--- config.mk ---
export PLATFORM = sky130hd
export DESIGN_NAME = multitap_keypad_text_entry_flat
export DESIGN_NICKNAME = d
export VERILOG_FILES = /design/src/design/mtk_pkg.sv /design/src/design/mtk_key_if.sv /design/src/design/mtk_char_if.sv /design/src/design/mtk_cfg_if.sv /design/src/design/mtk_decode.sv /design/src/design/multitap_keypad_text_entry.sv /design/src/flat_wrapper.sv
export SDC_FILE = /design/constraint.sdc
export NUM_CORES = 1
export LEC_CHECK = 0
export BUFFER_PORTS_ARGS = -buffer_cell sky130_fd_sc_hd__buf_2
export CAP_MARGIN = 0
export CELL_PAD_IN_SITES_DETAIL_PLACEMENT = 0
export CELL_PAD_IN_SITES_GLOBAL_PLACEMENT = 1
export CORE_UTILIZATION = 47
export DETAILED_ROUTE_END_ITERATION = 8
export PLACE_DENSITY_LB_ADDON = 0.05
export REMOVE_ABC_BUFFERS = 1
export SLEW_MARGIN = 20
export SYNTH_ARGS = -nofsm -noshare
export SYNTH_HDL_FRONTEND = slang
export SYNTH_SLANG_ARGS = --single-unit
--- constraint.sdc ---
create_clock -name clk -period 5 [get_ports clk]
set_input_delay 0.25 -clock clk [delete_from_list [all_inputs] [get_ports clk]]
set_output_delay 0.25 -clock clk [all_outputs]
set_load 0.01 [all_outputs]
--- src/design/mtk_pkg.sv ---
// Package for the multi-tap keypad text entry block.
// Holds widths, register indexes, codes and the keypad symbol functions.
// No dependencies; every other design file refers to it by scoped names.
`default_nettype none

package mtk_pkg;

    localparam int KEY_W      = 4;
    localparam int CHAR_W     = 7;
    localparam int TAP_W      = 3;
    localparam int CFG_IDX_W  = 8;
    localparam int CFG_DATA_W = 16;

    // Register indexes on the configuration channel.
    localparam logic [CFG_IDX_W-1:0] CFG_CYCLE_TIMEOUT = 8'd0;
    localparam logic [CFG_IDX_W-1:0] CFG_COMMIT_DELAY  = 8'd1;

    localparam logic [CFG_DATA_W-1:0] CYCLE_TIMEOUT_RESET = 16'd600;
    localparam logic [CFG_DATA_W-1:0] COMMIT_DELAY_RESET  = 16'd600;

    // Operation codes on the input channel.
    localparam logic OP_PRESS = 1'b0;
    localparam logic OP_TICK  = 1'b1;

    // Key codes with a meaning of their own.
    localparam logic [KEY_W-1:0] KEY_0    = 4'd0;
    localparam logic [KEY_W-1:0] KEY_1    = 4'd1;
    localparam logic [KEY_W-1:0] KEY_2    = 4'd2;
    localparam logic [KEY_W-1:0] KEY_3    = 4'd3;
    localparam logic [KEY_W-1:0] KEY_4    = 4'd4;
    localparam logic [KEY_W-1:0] KEY_5    = 4'd5;
    localparam logic [KEY_W-1:0] KEY_6    = 4'd6;
    localparam logic [KEY_W-1:0] KEY_7    = 4'd7;
    localparam logic [KEY_W-1:0] KEY_8    = 4'd8;
    localparam logic [KEY_W-1:0] KEY_9    = 4'd9;
    localparam logic [KEY_W-1:0] KEY_STAR = 4'd15;
    localparam logic [KEY_W-1:0] KEY_HASH = 4'd13;

    localparam logic [CHAR_W-1:0] ASCII_ZERO     = 7'h30;
    localparam logic [CHAR_W-1:0] ASCII_ONE      = 7'h31;
    localparam logic [CHAR_W-1:0] ASCII_STAR     = 7'h2A;
    localparam logic [CHAR_W-1:0] ASCII_HASH     = 7'h23;
    localparam logic [CHAR_W-1:0] ASCII_QUESTION = 7'h3F;

    localparam logic [TAP_W-1:0] TAPS_SHORT = 3'd4;
    localparam logic [TAP_W-1:0] TAPS_LONG  = 3'd5;

    typedef struct packed {
        logic [CHAR_W-1:0] character;
        logic [TAP_W-1:0]  tap_index;
    } press_t;

    function automatic logic is_tap_key(input logic [KEY_W-1:0] key);
        return (key >= KEY_2) && (key <= KEY_9);
    endfunction

    function automatic logic [TAP_W-1:0] tap_count(input logic [KEY_W-1:0] key);
        return ((key == KEY_7) || (key == KEY_9)) ? TAPS_LONG : TAPS_SHORT;
    endfunction

    // First letter printed on a digit key 2 to 9.
    function automatic logic [CHAR_W-1:0] first_letter(input logic [KEY_W-1:0] key);
        logic [CHAR_W-1:0] letter;
        case (key)
            KEY_2:   letter = 7'h41;
            KEY_3:   letter = 7'h44;
            KEY_4:   letter = 7'h47;
            KEY_5:   letter = 7'h4A;
            KEY_6:   letter = 7'h4D;
            KEY_7:   letter = 7'h50;
            KEY_8:   letter = 7'h54;
            KEY_9:   letter = 7'h57;
            default: letter = ASCII_QUESTION;
        endcase
        return letter;
    endfunction

    // Position zero is the digit itself, then the letters in order.
    function automatic logic [CHAR_W-1:0] tap_symbol(input logic [KEY_W-1:0] key,
                                                     input logic [TAP_W-1:0] idx);
        logic [CHAR_W-1:0] sym;
        if (idx == '0)
            sym = ASCII_ZERO + CHAR_W'(key);
        else
            sym = first_letter(key) + CHAR_W'(idx - TAP_W'(1));
        return sym;
    endfunction

    function automatic logic [CHAR_W-1:0] single_symbol(input logic [KEY_W-1:0] key);
        logic [CHAR_W-1:0] sym;
        case (key)
            KEY_0:    sym = ASCII_ZERO;
            KEY_1:    sym = ASCII_ONE;
            KEY_STAR: sym = ASCII_STAR;
            KEY_HASH: sym = ASCII_HASH;
            default:  sym = ASCII_QUESTION;
        endcase
        return sym;
    endfunction

endpackage

`default_nettype wire

--- src/design/mtk_key_if.sv ---
// Input channel of the keypad block: key presses and time ticks.
// Depends on mtk_pkg for field widths.
`default_nettype none

interface mtk_key_if;
    logic                      valid;
    logic                      ready;
    logic                      operation;
    logic [mtk_pkg::KEY_W-1:0] key;

    modport source (output valid, output operation, output key, input ready);
    modport sink   (input valid, input operation, input key, output ready);
endinterface

`default_nettype wire

--- src/design/mtk_char_if.sv ---
// Output channel of the keypad block: previewed and committed characters.
// Depends on mtk_pkg for field widths.
`default_nettype none

interface mtk_char_if;
    logic                       valid;
    logic                       ready;
    logic [mtk_pkg::CHAR_W-1:0] character;
    logic                       committed;

    modport source (output valid, output character, output committed, input ready);
    modport sink   (input valid, input character, input committed, output ready);
endinterface

`default_nettype wire

--- src/design/mtk_cfg_if.sv ---
// Configuration write channel of the keypad block.
// Depends on mtk_pkg for index and data widths.
`default_nettype none

interface mtk_cfg_if;
    logic                           valid;
    logic                           ready;
    logic [mtk_pkg::CFG_IDX_W-1:0]  index;
    logic [mtk_pkg::CFG_DATA_W-1:0] data;

    modport source (output valid, output index, output data, input ready);
    modport sink   (input valid, input index, input data, output ready);
endinterface

`default_nettype wire

--- src/design/mtk_decode.sv ---
// Key press decoder: next tap position and the symbol it selects.
// Depends on mtk_pkg for the keypad tables and the press_t result type.
`default_nettype none

module mtk_decode (
    input  wire logic [mtk_pkg::KEY_W-1:0] key,
    input  wire logic                      repeat_press,
    input  wire logic [mtk_pkg::TAP_W-1:0] tap_index,
    output mtk_pkg::press_t                result
);

    logic [mtk_pkg::TAP_W-1:0] tap_inc;
    logic [mtk_pkg::TAP_W-1:0] tap_new;

    always_comb
    begin
        tap_inc = tap_index + mtk_pkg::TAP_W'(1);
        tap_new = '0;
        result  = '0;
        if (mtk_pkg::is_tap_key(key))
        begin
            // A repeat press walks round the key's symbols; anything else starts over.
            if (repeat_press && (tap_inc < mtk_pkg::tap_count(key)))
                tap_new = tap_inc;
            result.tap_index = tap_new;
            result.character = mtk_pkg::tap_symbol(key, tap_new);
        end
        else
        begin
            result.tap_index = '0;
            result.character = mtk_pkg::single_symbol(key);
        end
    end

endmodule

`default_nettype wire

--- src/design/multitap_keypad_text_entry.sv ---
// Multi-tap keypad text entry: one request per cycle, sustained while the output is taken.
// A request is held in the input register, and its result is loaded into the result
// register when the update stage advances, from which it can be taken.
// Throughput is set by the single update stage between the two registers.
// Reset (rst_n low, asynchronous) clears the key history and pending character,
// saturates the idle counter and loads both timing registers with 600.
`default_nettype none

module multitap_keypad_text_entry #(
    parameter int TICK_COUNTER_WIDTH = 16
) (
    input  wire logic   clk,
    input  wire logic   rst_n,
    mtk_key_if.sink     key_in,
    mtk_char_if.source  char_out,
    mtk_cfg_if.sink     cfg
);

    localparam int CMP_W = (TICK_COUNTER_WIDTH > mtk_pkg::CFG_DATA_W) ?
                           TICK_COUNTER_WIDTH : mtk_pkg::CFG_DATA_W;

    // Input register.
    logic                       in_valid_reg, in_valid_next;
    logic                       in_op_reg, in_op_next;
    logic [mtk_pkg::KEY_W-1:0]  in_key_reg, in_key_next;

    // Block state.
    logic [TICK_COUNTER_WIDTH-1:0] idle_reg, idle_next;
    logic [mtk_pkg::KEY_W-1:0]     last_key_reg, last_key_next;
    logic                          last_valid_reg, last_valid_next;
    logic [mtk_pkg::TAP_W-1:0]     tap_reg, tap_next;
    logic [mtk_pkg::CHAR_W-1:0]    pend_char_reg, pend_char_next;
    logic                          pend_valid_reg, pend_valid_next;

    logic [mtk_pkg::CFG_DATA_W-1:0] timeout_reg, timeout_next;
    logic [mtk_pkg::CFG_DATA_W-1:0] delay_reg, delay_next;

    // Result register.
    logic                       out_valid_reg, out_valid_next;
    logic [mtk_pkg::CHAR_W-1:0] out_char_reg, out_char_next;
    logic                       out_commit_reg, out_commit_next;

    logic                          advance;
    logic                          repeat_press;
    logic [TICK_COUNTER_WIDTH-1:0] idle_inc;
    mtk_pkg::press_t               press;

    assign advance = in_valid_reg && (!out_valid_reg || char_out.ready);
    assign key_in.ready = !in_valid_reg || advance;
    assign cfg.ready = 1'b1;

    assign char_out.valid     = out_valid_reg;
    assign char_out.character = out_char_reg;
    assign char_out.committed = out_commit_reg;

    assign repeat_press = last_valid_reg && (last_key_reg == in_key_reg) &&
                          (CMP_W'(idle_reg) <= CMP_W'(timeout_reg));
    assign idle_inc = (&idle_reg) ? idle_reg : idle_reg + TICK_COUNTER_WIDTH'(1);

    mtk_decode u_decode (
        .key          (in_key_reg),
        .repeat_press (repeat_press),
        .tap_index    (tap_reg),
        .result       (press)
    );

    always_comb
    begin
        in_valid_next   = in_valid_reg;
        in_op_next      = in_op_reg;
        in_key_next     = in_key_reg;
        idle_next       = idle_reg;
        last_key_next   = last_key_reg;
        last_valid_next = last_valid_reg;
        tap_next        = tap_reg;
        pend_char_next  = pend_char_reg;
        pend_valid_next = pend_valid_reg;
        timeout_next    = timeout_reg;
        delay_next      = delay_reg;
        out_valid_next  = out_valid_reg;
        out_char_next   = out_char_reg;
        out_commit_next = out_commit_reg;

        if (key_in.valid && key_in.ready)
        begin
            in_valid_next = 1'b1;
            in_op_next    = key_in.operation;
            in_key_next   = key_in.key;
        end
        else if (advance)
        begin
            in_valid_next = 1'b0;
        end

        if (char_out.ready)
            out_valid_next = 1'b0;

        if (advance)
        begin
            if (in_op_reg == mtk_pkg::OP_PRESS)
            begin
                idle_next       = '0;
                last_key_next   = in_key_reg;
                last_valid_next = 1'b1;
                tap_next        = press.tap_index;
                pend_char_next  = press.character;
                pend_valid_next = 1'b1;
                out_valid_next  = 1'b1;
                out_char_next   = press.character;
                out_commit_next = 1'b0;
            end
            else
            begin
                idle_next = idle_inc;
                if (pend_valid_reg && (CMP_W'(idle_inc) > CMP_W'(delay_reg)))
                begin
                    pend_valid_next = 1'b0;
                    out_valid_next  = 1'b1;
                    out_char_next   = pend_char_reg;
                    out_commit_next = 1'b1;
                end
            end
        end

        if (cfg.valid && cfg.ready)
        begin
            unique case (cfg.index)
                mtk_pkg::CFG_CYCLE_TIMEOUT: timeout_next = cfg.data;
                mtk_pkg::CFG_COMMIT_DELAY:  delay_next   = cfg.data;
                default: ;
            endcase
        end
    end

    always_ff @(posedge clk or negedge rst_n)
    begin
        if (!rst_n)
        begin
            in_valid_reg   <= 1'b0;
            idle_reg       <= '1;
            last_key_reg   <= '0;
            last_valid_reg <= 1'b0;
            tap_reg        <= '0;
            pend_valid_reg <= 1'b0;
            timeout_reg    <= mtk_pkg::CYCLE_TIMEOUT_RESET;
            delay_reg      <= mtk_pkg::COMMIT_DELAY_RESET;
            out_valid_reg  <= 1'b0;
        end
        else
        begin
            in_valid_reg   <= in_valid_next;
            idle_reg       <= idle_next;
            last_key_reg   <= last_key_next;
            last_valid_reg <= last_valid_next;
            tap_reg        <= tap_next;
            pend_valid_reg <= pend_valid_next;
            timeout_reg    <= timeout_next;
            delay_reg      <= delay_next;
            out_valid_reg  <= out_valid_next;
        end
    end

    always_ff @(posedge clk)
    begin
        in_op_reg      <= in_op_next;
        in_key_reg     <= in_key_next;
        pend_char_reg  <= pend_char_next;
        out_char_reg   <= out_char_next;
        out_commit_reg <= out_commit_next;
    end

endmodule

`default_nettype wire

--- src/flat_wrapper.sv ---
// flat-port wrapper written by rule: the top's interface ports become plain ports
module multitap_keypad_text_entry_flat 
#(
    parameter int TICK_COUNTER_WIDTH = 16
)
  (clk, rst_n, key_in_valid, key_in_operation, key_in_key, key_in_ready, char_out_valid, char_out_character, char_out_committed, char_out_ready, cfg_valid, cfg_index, cfg_data, cfg_ready);
  mtk_key_if key_in_i ();
  mtk_char_if char_out_i ();
  mtk_cfg_if cfg_i ();
  input  wire logic clk;
  input  wire logic rst_n;
  input wire logic [$bits(key_in_i.valid)-1:0] key_in_valid;
  input wire logic [$bits(key_in_i.operation)-1:0] key_in_operation;
  input wire logic [$bits(key_in_i.key)-1:0] key_in_key;
  output wire logic [$bits(key_in_i.ready)-1:0] key_in_ready;
  output wire logic [$bits(char_out_i.valid)-1:0] char_out_valid;
  output wire logic [$bits(char_out_i.character)-1:0] char_out_character;
  output wire logic [$bits(char_out_i.committed)-1:0] char_out_committed;
  input wire logic [$bits(char_out_i.ready)-1:0] char_out_ready;
  input wire logic [$bits(cfg_i.valid)-1:0] cfg_valid;
  input wire logic [$bits(cfg_i.index)-1:0] cfg_index;
  input wire logic [$bits(cfg_i.data)-1:0] cfg_data;
  output wire logic [$bits(cfg_i.ready)-1:0] cfg_ready;
  assign key_in_i.valid = key_in_valid;
  assign key_in_i.operation = key_in_operation;
  assign key_in_i.key = key_in_key;
  assign key_in_ready = key_in_i.ready;
  assign char_out_valid = char_out_i.valid;
  assign char_out_character = char_out_i.character;
  assign char_out_committed = char_out_i.committed;
  assign char_out_i.ready = char_out_ready;
  assign cfg_i.valid = cfg_valid;
  assign cfg_i.index = cfg_index;
  assign cfg_i.data = cfg_data;
  assign cfg_ready = cfg_i.ready;
  multitap_keypad_text_entry #(.TICK_COUNTER_WIDTH(TICK_COUNTER_WIDTH)) u_core (.clk(clk), .rst_n(rst_n), .key_in(key_in_i), .char_out(char_out_i), .cfg(cfg_i));
endmodule
Yosys cells after proc, flatten, opt, wreduce, memory -nomap -nowiden

Memory sizes are Yosys's and may differ from the RTL's. A register that Yosys moved wholly into a read port is not among the register bits.
Cells that the tools add are included.

Bitwise operators: 1
Order comparisons: 5
Divide/modulo/power cells: 0
Multiply operators: 0
Shift operators: 0
Reduce and logical (&&, ||, !) cells: 21
Add/subtract/negate cells: 5
Equal/unequal tests: 8
Multiplexer cells: 22

Operators with widths:

| kind                                                 | count |
|---|---|
| two-way mux 7 bit                                    | 5 |
| two-way mux 16 bit                                   | 2 |
| one-hot mux 5 bit (4 select lines)                   | 1 |
| adder 16 x 1 -> 16 bit (second input constant)       | 1 |
| greater-than comparator 16 bit                       | 1 |
| <= comparator 16 bit                                 | 1 |
| AND reduction 16 bit                                 | 1 |
| equality test 4 bit (second input constant)          | 3 |
| two-way mux 1 bit                                    | 10 |
| two-way mux 10 bit                                   | 1 |
| equality test 8 x 1 -> 1 bit (second input constant) | 1 |
| logical NOT 8 bit                                    | 1 |
| AND reduction 2 bit                                  | 4 |
| adder 6 x 4 -> 7 bit (first input constant)          | 1 |
| adder 7 bit                                          | 1 |
| logical AND 1 bit                                    | 7 |
| two-way mux 3 bit                                    | 2 |
| equality test 4 x 1 -> 1 bit (second input constant) | 1 |
| equality test 4 x 3 -> 1 bit (second input constant) | 1 |
| equality test 4 bit                                  | 1 |
| >= comparator 4 x 2 -> 1 bit (second input constant) | 1 |
| <= comparator 4 bit (second input constant)          | 1 |
| logical NOT 4 bit                                    | 1 |
| two-way mux 4 bit                                    | 1 |
| 9 further kinds                                      | 12 |

Bits in writable memories: 0
Bits of input ports: 34
Memories: 1
Flip-flop bits (word level): 79
Logic and storage cells: 77
Bits in latches: 0
Bits in read-only memories: 112
Output and inout bits: 11

Memory list:

| name            | words | bits a word | rd ports | clocked after memory_dff | write ports | line          | RTL |
|---|---|---|---|---|---|---|---|
| (no name shown) | 16    | 7           | 1        | 1                        | 0           | mtk_pkg.sv:64 | `case (key)` |

Depth between registers and ports, before layout

Word-level depth: 14
Mapped depth: 19
Depth with buffers taken out: 19

By module

A second synthesis with hierarchy kept.

Cell total of the unflattened synthesis: 508
Area total of the unflattened synthesis: 5093.6 sq um

Modules (own cells, without submodules):

| module                     | sequential area each (sq um) | area an instance (sq um) | cells an instance | times used |
|---|---|---|---|---|
| multitap_keypad_text_entry | 2107.0                       | 4360.4                   | 415               | 1 |
| mtk_decode                 | 0.0                          | 733.2                    | 93                | 1 |

Worst setup path after synthesis

OpenSTA, ideal clock, no wires.

Path kind: reg2reg
Start: reg u_core.timeout_reg[9] (netlist name)
End: reg u_core.out_char_reg, in the netlist u_core.char_out.character[5], data pin
Clock period less this slack: 3.904 ns
Arrival time: 3.644 ns
Buffers on the path: 0
Required time: 4.740 ns
Path slack: 1.096 ns
Setup time: 0.260 ns
Cell stages (with the launch flop): 17
Cell sequence: dfstp_2 > inv_1 > ha_1 > nand4_1 > or4_1 > a21oi_1 > nand2b_1 > ha_1 > inv_1 > ha_1 > a21o_1 > a21o_1 > a21o_1 > a21oi_1 > xor2_1 > nand3_1 > mux2_2

RTL lines:

| item                   | line                              | RTL |
|---|---|---|
| from (decl)            | multitap_keypad_text_entry.sv:35  | `logic [mtk_pkg::CFG_DATA_W-1:0] timeout_reg, timeout_next;` |
| from (signal assigned) | multitap_keypad_text_entry.sv:145 | `timeout_reg <= mtk_pkg::CYCLE_TIMEOUT_RESET;` |
| from (signal assigned) | multitap_keypad_text_entry.sv:157 | `timeout_reg <= timeout_next;` |
| to (signal assigned)   | multitap_keypad_text_entry.sv:168 | `out_char_reg <= out_char_next;` |
| to (decl)              | multitap_keypad_text_entry.sv:40  | `logic [mtk_pkg::CHAR_W-1:0] out_char_reg, out_char_next;` |

==> reports/summary.txt <==
Unique masters post-synth - 62
FF+latch area - 0.00225 mm^2
Fin Setup TNS - 0 ns
Row cnt - 38
Die ar. - 0.0116 mm^2
Clk root buf - clkbuf_8
Post-route ant nets - 0
Port bufs - 43
Layout cells sized above 1 - 0.220
Vias per cell - 5.27
Fin nets - 659
CTS Buf Count - 9
Core area - 0.0108 mm^2
Part of the Yosys area used for sequential elements - 0.429
Largest net degree at the start of global routing - 60
Drt initial violations - 169
Via count of the routed design - 3,812
DRC - 0
Min Tclk post-route - 4.48 ns
Final setup viols - 0
Post-CTS Hold Buffers - 0
Critical Path Start Type - flip-flop
Fmax - 223 MHz
CP Data Arrival Time - 4.60 ns
Outcome - complete, no violations
CP required - 5.12 ns
FF-to-FF End - u_core.char_out.character[5]
CTS tree - done
Total grt overflow - 0
Worst Max-Slew Pin Slew - 0.939 ns
Ant diodes - 0
Routability cong. - 0.789
Ports - 45
Max_cap viols - 0
Synth Area per Inst - 9.77 um^2
Clk_lat worst skew - 0.38 ns
Reg-to-reg slack, setup - 0.52 ns
Critical path class - flip-flop to flip-flop
Initial core utilization - 0.483
Clk slew on worst S/H paths - 0.09 ns
Slew headroom - 0.374
Fillers - 1,029
Max clock buf depth - 2
HPWL after detailed placement - 8.45 mm
Die height - 108 um
Clock sinks - 86
Total GRT Usage - 0.216
Max-slew violations - 0
Area grow syn2layout - 10.8%
Post-CTS setup buffer count - 0
PwrDens - 389 mW/mm^2
Max VDD drop - 0.000213 V
RSZ-0062 raised after global routing - false
Vias in the first global route - 3,708
Worst reg2reg path depth - 18
Synth Warn # - 0
Crit Reg-Reg Startpoint - u_core.timeout_reg[9]
Endpoint class of the critical path - flip-flop
Final WL - 11.2 mm
Static Leak - 2.71 nW
EDFF count, synth - 20
Tot Pwr - 2.26 mW
Area of the multi-input gates - 0.00273 mm^2
Final Hold Fails - 0
Clock skew - 0.0135 ns
Hold Path Class - input port to asynchronous set/reset pin
Post-CTS sizing - 0
Asr flop ratio synth - 0.686
1st-pass router iterations - 4
Main flop type after synthesis - dfrtp_1
Synth Register Bits - 86
Routed wire length per instance - 15.5 um
Cell Area, Synth - 0.00524 mm^2
Wire length of the first global-routing pass - 18.7 mm
Synthesized instance count - 536
Worst-path fanout max - 5
Initial antenna violation count - 0
Die W - 108 um
Fin crit share - 0.897
CTS H-tree lvls - 3
-- worst max-delay path, stage by stage, from the launching register on --
cell	delay, ns
dfstp_2	0.53
inv_1	0.05
ha_1	0.30
nand4_1	0.23
nor2_1	0.08
a221oi_1	0.44
nand3_1	0.17
a21oi_1	0.33
nand2b_1	0.16
ha_1	0.35
inv_1	0.05
ha_1	0.27
a21o_1	0.16
a21o_1	0.19
a21o_1	0.18
a21oi_1	0.16
xor2_1	0.16
nand3_1	0.12
mux2_2	0.30
-- cell families (layout without fill, tap and decap cells) --
group | Yosys count | in the layout | share of synthesized area
buffers and inverters | 63 | 110 | 0.0502
flip-flops | 86 | 86 | 0.429
adder cells (fa/ha/maj) | 47 | 47 | 0.114
AND/OR/NAND/NOR | 181 | 181 | 0.169
multiplexers | 32 | 32 | 0.0684
AO/OA/AOI/OAI | 102 | 102 | 0.128
XOR/XNOR | 24 | 24 | 0.0402
other | 1 | 1 | 0.000716
-- cell usage in the layout, fill, tap and decap left out, types with 3 or more instances in the layout --
| cell | Yosys | final |
|---|---|---|
| mux2_2 | 25 | 25 |
| buf_2 | 3 | 43 |
| nand2_1 | 73 | 73 |
| xor2_1 | 9 | 9 |
| o21ai_0 | 28 | 28 |
| mux2_1 | 5 | 5 |
| nor2_1 | 28 | 27 |
| nand3_1 | 23 | 23 |
| o31ai_1 | 3 | 3 |
| nand4_1 | 9 | 9 |
| and3_1 | 3 | 3 |
| nor3b_1 | 3 | 3 |
| dfstp_2 | 24 | 24 |
| xnor2_1 | 15 | 15 |
| inv_1 | 45 | 45 |
| nand2b_1 | 8 | 8 |
| clkbuf_8 | 0 | 11 |
| nor2_2 | 3 | 4 |
| nor3_1 | 6 | 6 |
| dfrtp_1 | 35 | 35 |
| a22o_1 | 7 | 7 |
| nor2b_1 | 5 | 5 |
| and2_1 | 3 | 3 |
| dfxtp_1 | 7 | 7 |
| a21oi_1 | 26 | 26 |
| o21a_1 | 8 | 8 |
| buf_4 | 2 | 5 |
| a21o_1 | 14 | 14 |
| edfxtp_1 | 20 | 20 |
| ha_1 | 46 | 46 |
-- power by group --
group	switching [mW]	internal [mW]	leakage [nW]	total, mW
registers	0.0760	0.868	0.906	0.944
logic	0.437	0.323	1.69	0.760
clock network	0.246	0.306	0.114	0.552
-- synth_stat cells (2+ instances only) --
library cell	n	share of area
edfxtp_1	20	0.11
o21ai_0	28	0.027
nor3_1	6	0.0057
nor3b_1	3	0.0043
or3_1	2	0.0024
or2_2	2	0.0024
buf_6	2	0.0043
clkbuf_1	10	0.0072
nand2_1	73	0.052
buf_2	3	0.0029
nor4_1	2	0.0024
and2_1	3	0.0036
a22o_1	7	0.012
mux2_2	25	0.054
xnor2_1	15	0.025
o22ai_1	2	0.0024
nor2b_1	5	0.0060
o31ai_1	3	0.0043
o211ai_1	2	0.0029
dfxtp_1	7	0.027
nand2b_1	8	0.0096
a21o_1	14	0.020
o21a_1	8	0.011
nand4_1	9	0.011
and3_1	3	0.0036
nand3_1	23	0.022
xor2_1	9	0.015
and3b_1	2	0.0033
mux2_1	5	0.011
nor2_2	3	0.0036
inv_1	45	0.032
dfstp_2	24	0.12
buf_4	2	0.0029
nor2_1	28	0.020
dfrtp_1	35	0.17
mux2i_1	2	0.0038
ha_1	46	0.11
a21oi_1	26	0.025
-- layout make-up --
cell class | count | share of cell area
multi-input cells | 387 | 0.470
flip-flops and latches | 86 | 0.387
repair buffers | 48 | 0.0436
well taps | 140 | 0.0302
inverters | 46 | 0.0298
clock buffers | 12 | 0.0268
clock inverters | 4 | 0.0119
-- stage by stage --
step                instances  utilization  setup WS [ns]  instance area [um^2]  hold WS [ns]
finish                    723        0.535          0.517                  5800        0.0303
global route              723        0.535          0.114                  5800        0.0337
CTS                       723        0.535          0.482                  5800        0.0293
detailed placement        707        0.514          0.525                  5580         0.434
global placement          707        0.514          0.573                  5580         0.429
floorplan                 519            -           1.10                  5140       -0.0456
-- worst max path at each step --
stage                                   endpoint  slack (ns)                   from
CTS                 u_core.char_out.character[5]        0.48  u_core.timeout_reg[9]
detailed placement  u_core.char_out.character[5]        0.52  u_core.timeout_reg[9]
global placement    u_core.char_out.character[5]        0.57     u_core.idle_reg[8]
global route        u_core.char_out.character[5]        0.11  u_core.timeout_reg[9]
floorplan           u_core.char_out.character[5]        1.10  u_core.timeout_reg[9]
finish              u_core.char_out.character[5]        0.52  u_core.timeout_reg[9]
-- metal layers --
metal	track usage	up-vias	share of wire
met5	0	-	0
met4	0.0881	0	0.016
met3	0.0381	11	0.039
met2	0.322	72	0.42
met1	0.308	1776	0.52
li1	-	1953	-
Power figures use the tool's default switching activity.
